<file path="src/ssbd_pkg.sv">
`default_nettype none
package ssbd_pkg;
  localparam int INTERNAL_WIDTH_D = 24;
  localparam int COEF_WIDTH_D = 18;
  localparam int HILBERT_TAPS_D = 31;
  localparam int ALIGN_DELAY_D = 16;
  localparam int FRAC_BITS = 8;
  localparam int GAIN_W = 20;
  localparam int CFG_IDX_W = 1;
  localparam logic [CFG_IDX_W-1:0] REG_LSB_MODE = 1'd0;
  localparam logic [CFG_IDX_W-1:0] REG_GAIN = 1'd1;
  localparam logic [GAIN_W-1:0] GAIN_RESET = 20'd76800;

  typedef struct packed {
    logic signed [7:0] i_sample;
    logic signed [7:0] q_sample;
  } in_item_t;

  typedef struct packed {
    logic signed [15:0] pcm_sample;
    logic clipped;
  } out_item_t;

  // datapath commands
  localparam logic [2:0] OP_NONE = 3'd0;
  localparam logic [2:0] OP_S1 = 3'd1;
  localparam logic [2:0] OP_S2 = 3'd2;
  localparam logic [2:0] OP_S3 = 3'd3;
  localparam logic [2:0] OP_HIL = 3'd4;
  localparam logic [2:0] OP_POST = 3'd5;

  typedef struct packed {
    logic load;
    logic start;
    logic [2:0] op;
  } cmd_t;

  typedef struct packed {
    logic done;
  } stat_t;

  function automatic longint coef_e7(input longint e7, input int cw);
    longint m;
    longint r;
    m = (e7 < 0) ? -e7 : e7;
    r = (m * (longint'(1) << (cw - 1)) + 64'sd5000000) / 64'sd10000000;
    return (e7 < 0) ? -r : r;
  endfunction

  function automatic longint s1_e7(input int k);
    case (k)
      0, 7: return 273576;
      1, 6: return 863889;
      2, 5: return 1643134;
      default: return 2208413;
    endcase
  endfunction

  function automatic longint s2_e7(input int k);
    case (k)
      0, 11: return -193717;
      1, 10: return -35725;
      2, 9: return 346554;
      3, 8: return 1014222;
      4, 7: return 1752242;
      default: return 2239757;
    endcase
  endfunction

  function automatic longint s3_e7(input int k);
    case (k)
      0, 15: return -28484;
      1, 14: return 303700;
      2, 13: return 217396;
      3, 12: return -308793;
      4, 11: return -721113;
      5, 10: return 3860;
      6, 9: return 1955291;
      default: return 3725031;
    endcase
  endfunction

  function automatic longint hil_e7(input int d);
    case (d)
      0: return -33953;
      2: return -58652;
      4: return -134385;
      6: return -281423;
      8: return -534836;
      10: return -980394;
      12: return -1935638;
      14: return -6302204;
      16: return 6302204;
      18: return 1935638;
      20: return 980394;
      22: return 534836;
      24: return 281423;
      26: return 134385;
      28: return 58652;
      30: return 33953;
      default: return 0;
    endcase
  endfunction
endpackage
`default_nettype wire

</file>
<file path="src/ssbd_ctrl.sv">
`default_nettype none
module ssbd_ctrl (
  input  wire logic clk,
  input  wire logic rst_n,
  input  wire logic in_valid,
  output logic in_ready,
  output logic out_valid,
  input  wire logic out_ready,
  output ssbd_pkg::cmd_t cmd,
  input  wire ssbd_pkg::stat_t stat
);
  import ssbd_pkg::*;
  localparam logic [2:0] ST_IDLE = 3'd0;
  localparam logic [2:0] ST_S1 = 3'd1;
  localparam logic [2:0] ST_S2 = 3'd2;
  localparam logic [2:0] ST_S3 = 3'd3;
  localparam logic [2:0] ST_HIL = 3'd4;
  localparam logic [2:0] ST_POST = 3'd5;

  logic [2:0] state_r, state_nxt;
  logic [4:0] ph_r, ph_nxt;
  logic [4:0] cur_r, cur_nxt;
  logic started_r, started_nxt;
  logic pend_r, pend_nxt;

  assign in_ready = (state_r == ST_IDLE);
  assign out_valid = pend_r;

  always_comb begin
    state_nxt = state_r;
    ph_nxt = ph_r;
    cur_nxt = cur_r;
    started_nxt = 1'b0;
    pend_nxt = pend_r && !out_ready;
    cmd = '0;
    cmd.op = OP_NONE;
    case (state_r)
      ST_IDLE: begin
        if (in_valid) begin
          cmd.load = 1'b1;
          cur_nxt = ph_r;
          ph_nxt = ph_r + 5'd1;
          if (ph_r[1:0] == 2'd3) state_nxt = ST_S1;
        end
      end
      ST_S1, ST_S2, ST_S3, ST_HIL, ST_POST: begin
        cmd.op = state_r;
        // the gain step waits until the previous result has left
        cmd.start = !started_r && !((state_r == ST_POST) && pend_r);
        started_nxt = started_r || cmd.start;
        if (started_r && stat.done) begin
          started_nxt = 1'b0;
          case (state_r)
            ST_S1: state_nxt = (cur_r[3:0] == 4'hf) ? ST_S2 : ST_IDLE;
            ST_S2: state_nxt = (cur_r == 5'd31) ? ST_S3 : ST_IDLE;
            ST_S3: state_nxt = ST_HIL;
            ST_HIL: state_nxt = ST_POST;
            default: begin
              state_nxt = ST_IDLE;
              pend_nxt = 1'b1;
            end
          endcase
        end
      end
      default: state_nxt = ST_IDLE;
    endcase
  end

  always_ff @(posedge clk) begin
    if (!rst_n) begin
      state_r <= ST_IDLE;
      ph_r <= '0;
      cur_r <= '0;
      started_r <= 1'b0;
      pend_r <= 1'b0;
    end else begin
      state_r <= state_nxt;
      ph_r <= ph_nxt;
      cur_r <= cur_nxt;
      started_r <= started_nxt;
      pend_r <= pend_nxt;
    end
  end
endmodule
`default_nettype wire

</file>
<file path="config.mk">
export PLATFORM = sky130hd
export DESIGN_NAME = ssbd_ctrl
export DESIGN_NICKNAME = d
export VERILOG_FILES = /design/src/ssbd_pkg.sv /design/src/ssbd_ctrl.sv
export SDC_FILE = /design/constraint.sdc
export NUM_CORES = 1
export LEC_CHECK = 0
export ABC_AREA = 0
export CAP_MARGIN = 25
export CORE_AREA = 2 2 56 58
export CTS_BUF_LIST = sky130_fd_sc_hd__clkbuf_2
export DETAILED_ROUTE_END_ITERATION = 7
export DIE_AREA = 0 0 58 60
export DONT_BUFFER_PORTS = 1
export HOLD_SLACK_MARGIN = 0.05
export PLACE_DENSITY_LB_ADDON = 0.15
export SETUP_SLACK_MARGIN = 0.5
export SKIP_CTS_REPAIR_TIMING = 1
export SLEW_MARGIN = 20
export SYNTH_ARGS = -nofsm -noshare
export SYNTH_HDL_FRONTEND = slang
export SYNTH_SLANG_ARGS = --single-unit
</file>
<file path="constraint.sdc">
create_clock -name clk -period 2.4 [get_ports clk]
set_input_delay 0.24 -clock clk [delete_from_list [all_inputs] [get_ports clk]]
set_output_delay 0.24 -clock clk [all_outputs]
set_load 0.05 [all_outputs]
</file>
==> results.py <==
metrics = {
    "outcome": {
        "outcome": "completed",
    },
    "sta": {
        "min_period_over_period_pct": 73.72,
        "finalSetupViolations": 0,
        "f_max_mhz": 565.2,
        "timing.slew.headroom_pct": 67.40,
        "report.final.slew_viol_count": 0,
        "timing.final.ws_setup_ns": 0.6308,
        "final.setup.tns_ns": 0,
        "worst_clock_skew_ns": 0.001714,
        "worst_slew_pin_slew_ns": 0.4902,
        "finalHoldViolations": 0,
        "unrepaired_setup_endpoints_after_global_routing": "no",
        "timing.final.crit_period_ns": 1.769,
    },
    "logic_synthesis": {
        "synth.most_common_cell": "sky130_fd_sc_hd__nand2_1",
        "synth_xor_area_share_pct": 4.444,
        "ys_dominant_reg_cell": "sky130_fd_sc_hd__dfxtp_1",
        "avgSynthCellArea_sq_um": 8.297,
        "synth_enable_flop_cells": 0,
        "synth_simple_gate_area_share_pct": 28.73,
        "ys_warn_count": 0,
        "netlist.top_cell.by_area": "sky130_fd_sc_hd__dfxtp_1",
        "post_synthesis_mux_area_share_pct": 0,
        "adder_and_majority_gate_portion_of_the_synthesized_area_pct": 6.349,
        "netlist_instances": 95,
        "synth_nets": 104,
        "fraction_of_registers_with_async_set_or_reset_after_synthesis_pct": 0,
        "synth_cell_types": 33,
        "netlist.area_leader.share_pct": 38.10,
        "largest_family_of_logic_cells_by_synthesized_area": "simple AND/OR/NAND/NOR gates",
        "synth-seq-area-share_pct": 38.10,
        "synth_area_leaders": "sky130_fd_sc_hd__dfxtp_1 38%, sky130_fd_sc_hd__nand2_1 8.6%, sky130_fd_sc_hd__a21oi_1 6.3%",
        "synth_compound_area_share_pct": 15.87,
        "synth_seq_cells": 15,
        "ys_top_cells_by_count": "18 x sky130_fd_sc_hd__nand2_1, 15 x sky130_fd_sc_hd__dfxtp_1, 10 x sky130_fd_sc_hd__a21oi_1",
        "mappedNetlistArea_sq_um": 788.3,
    },
    "routing": {
        "wire_per_inst_um": 12.74,
        "route.vias.total": 651,
        "dr_drc_count": 0,
        "drt_iter0_drc": 24,
        "drtAntennaViolNets": 0,
        "via_per_inst": 4.895,
        "routed_wirelength_mm": 1.694,
        "drtPass1Iterations": 4,
    },
    "floorplanning": {
        "fp.dieW_um": 58,
        "core_area_sq_mm": 0.002903,
        "pin_count": 12,
        "design.die.area_sq_mm": 0.003480,
        "start_util_pct": 27.16,
        "standard_cell_row_count": 20,
        "overall_die_height_um": 60,
    },
    "hold_path": {
        "min_delay_worst_endpoint": "state_r[0]",
        "worst_hold_start": "rst_n",
        "worstHoldPathCells": 2,
        "hold_path.class": "primary input to flop",
    },
    "cts": {
        "clkSlewWorstSetupHoldPaths_ns": 0.15,
        "cts_buffers": 3,
        "insertion_delay_ns": 0.28,
        "h-tree-depth": 1,
        "cts_sinks": 15,
        "ctsRootBufferMaster": "sky130_fd_sc_hd__clkbuf_2",
        "cts.path.max_buffers": 2,
        "clock_tree_from_tritoncts": "built",
    },
    "setup_path": {
        "timing.critical_path.required_ns": 2.16,
        "path_common_cell": "sky130_fd_sc_hd__a21oi_1",
        "crit_type": "flop to output port",
        "ff2ff_setup_slack_ns": 0.77,
        "cp_max_fo": 6,
        "worstRegToRegCells": 6,
        "source_of_the_critical_timing_path": "state_r[1]",
        "path_delay_family": "adder cells",
        "r2r_end": "state_r[1]",
        "timing.critical_path.slowest_stage_cell": "sky130_fd_sc_hd__ha_2",
        "critPathArrivalTime_ns": 1.53,
        "cpPeakStageDelay_ns": 0.38,
        "worstReg2RegStart": "state_r[1]",
        "crit_chain": "inv_1, ha_2, a21oi_1, a21oi_1, nor2_2, buf_4",
        "cp-start-kind": "flop",
        "crit_path_end_kind": "output port",
        "critical_path_buf_inv_count": 2,
    },
    "power": {
        "int_power_w": 0.0003008,
        "clockPowerShare_pct": 29.8,
        "pwr_density_cell_mw_per_mm2": 470.1,
        "power.switching_w": 0.0001104,
        "sequentialPowerShare_pct": 63.1,
        "total_leakage_power_nw": 0.3345,
        "irDropWorstVdd_uv": 215.8,
        "proportion_of_total_power_due_to_net_switching_pct": 26.86,
        "combPwrFrac_pct": 7.1,
    },
    "finish": {
        "diodes": 0,
        "areaGrowthSynthToFinish_pct": 10.95,
        "nets": 110,
        "drive_above_1_share_pct": 18.00,
        "filler_cell_count": 329,
    },
    "placed_design": {
        "dp_hpwl_mm": 1.280,
        "routabilityCongestion": 0.7833,
        "port_buffers": 0,
        "dpl_worst_slack_ns": 0.6504,
    },
    "grt": {
        "grt_pass1_vias": 622,
        "global_route.usage.total_pct": 11.07,
        "antenna_found_initial": 0,
        "grt_first_pass_wirelength_mm": 2.829,
        "grt_overflow": 0,
        "grt_start_max_net_pins": 13,
    },
    "run": {
        "maxCapViolations": 0,
    },
}
==> routing by layer <==
metal  vias up  routed length (um)  track usage (%)
met2        11                 857            19.16
li1        339                   -                -
met5         -                   0                0
met1       299                 734            12.32
met3         2                  86            3.680
met4         0                  16            4.983
==> how the worst max path moves through the flow <==
stage / endpoint / slack (ns) / cells past startpoint
global route: cmd[3] / 0.51 / 6
finish: cmd[3] / 0.63 / 6
floorplan: ph_r[3] / 0.61 / 7
global placement: cmd[0] / 0.68 / 3
detailed placement: cmd[0] / 0.65 / 3
CTS: cmd[0] / 0.28 / 3
==> cells by family after synthesis <==
group / after synthesis
adders and majority gates: 4
xor gates and xnor gates: 4
AOI/OAI and AO/OA: 19
DFF: 15
buffers and inverters: 9
and+or+nand+nor: 44
==> cell usage in the layout, fill, tap and decap left out, types with 2 or more instances in the layout <==
cell type	instances
sky130_fd_sc_hd__ha_1	3
sky130_fd_sc_hd__dfxtp_1	13
sky130_fd_sc_hd__xor2_1	3
sky130_fd_sc_hd__nand3_1	2
sky130_fd_sc_hd__nand2_1	18
sky130_fd_sc_hd__and2_1	2
sky130_fd_sc_hd__clkbuf_2	3
sky130_fd_sc_hd__inv_1	4
sky130_fd_sc_hd__a21oi_1	10
sky130_fd_sc_hd__nand4_1	3
sky130_fd_sc_hd__nor3_1	2
sky130_fd_sc_hd__nor2_1	8
sky130_fd_sc_hd__buf_4	4
==> area by class of cell <==
class	count	area, sq um	area share (%)
clock buffers	3	15.01	1.717
multi-input cells	71	444.2	50.79
well taps	33	41.29	4.721
clock inverters	1	5.005	0.5722
flip-flops and latches	15	305.3	34.91
repair buffers	5	40.04	4.578
inverters	5	23.77	2.718
==> state kept, by name, summed over array words and instances, names as in the netlist <==
| signal | count |
|---|---|
| started_r | 1 |
| state_r | 3 |
| cur_r | 5 |
| out_valid | 1 |
| ph_r | 5 |
==> per-stage QoR <==
step	instance area [sq um]	cells	hold slack [ns]	power, W	util [%]
after detailed placement	834.6	128	0.3716	0.0002935	28.75
after global routing	874.6	133	0.05602	0.0004368	30.13
after global placement	834.6	128	0.3642	0.0002931	28.75
after floorplan	790.8	95	0.3617	0.0002881	-
after CTS	854.6	132	0.03315	0.0004250	29.44
final	874.6	133	0.07182	0.0004112	30.13
==> power groups by stage <==
stage / combinational [W] / sequential (W) / clock, W
global route: 0.0000332 / 0.000260 / 0.000143
CTS: 0.0000277 / 0.000261 / 0.000136
floorplan: 0.0000238 / 0.000264 / 0
detailed placement: 0.0000275 / 0.000266 / 0
finish: 0.0000290 / 0.000259 / 0.000123
global placement: 0.0000272 / 0.000266 / 0
Power figures use the tool's default switching activity.
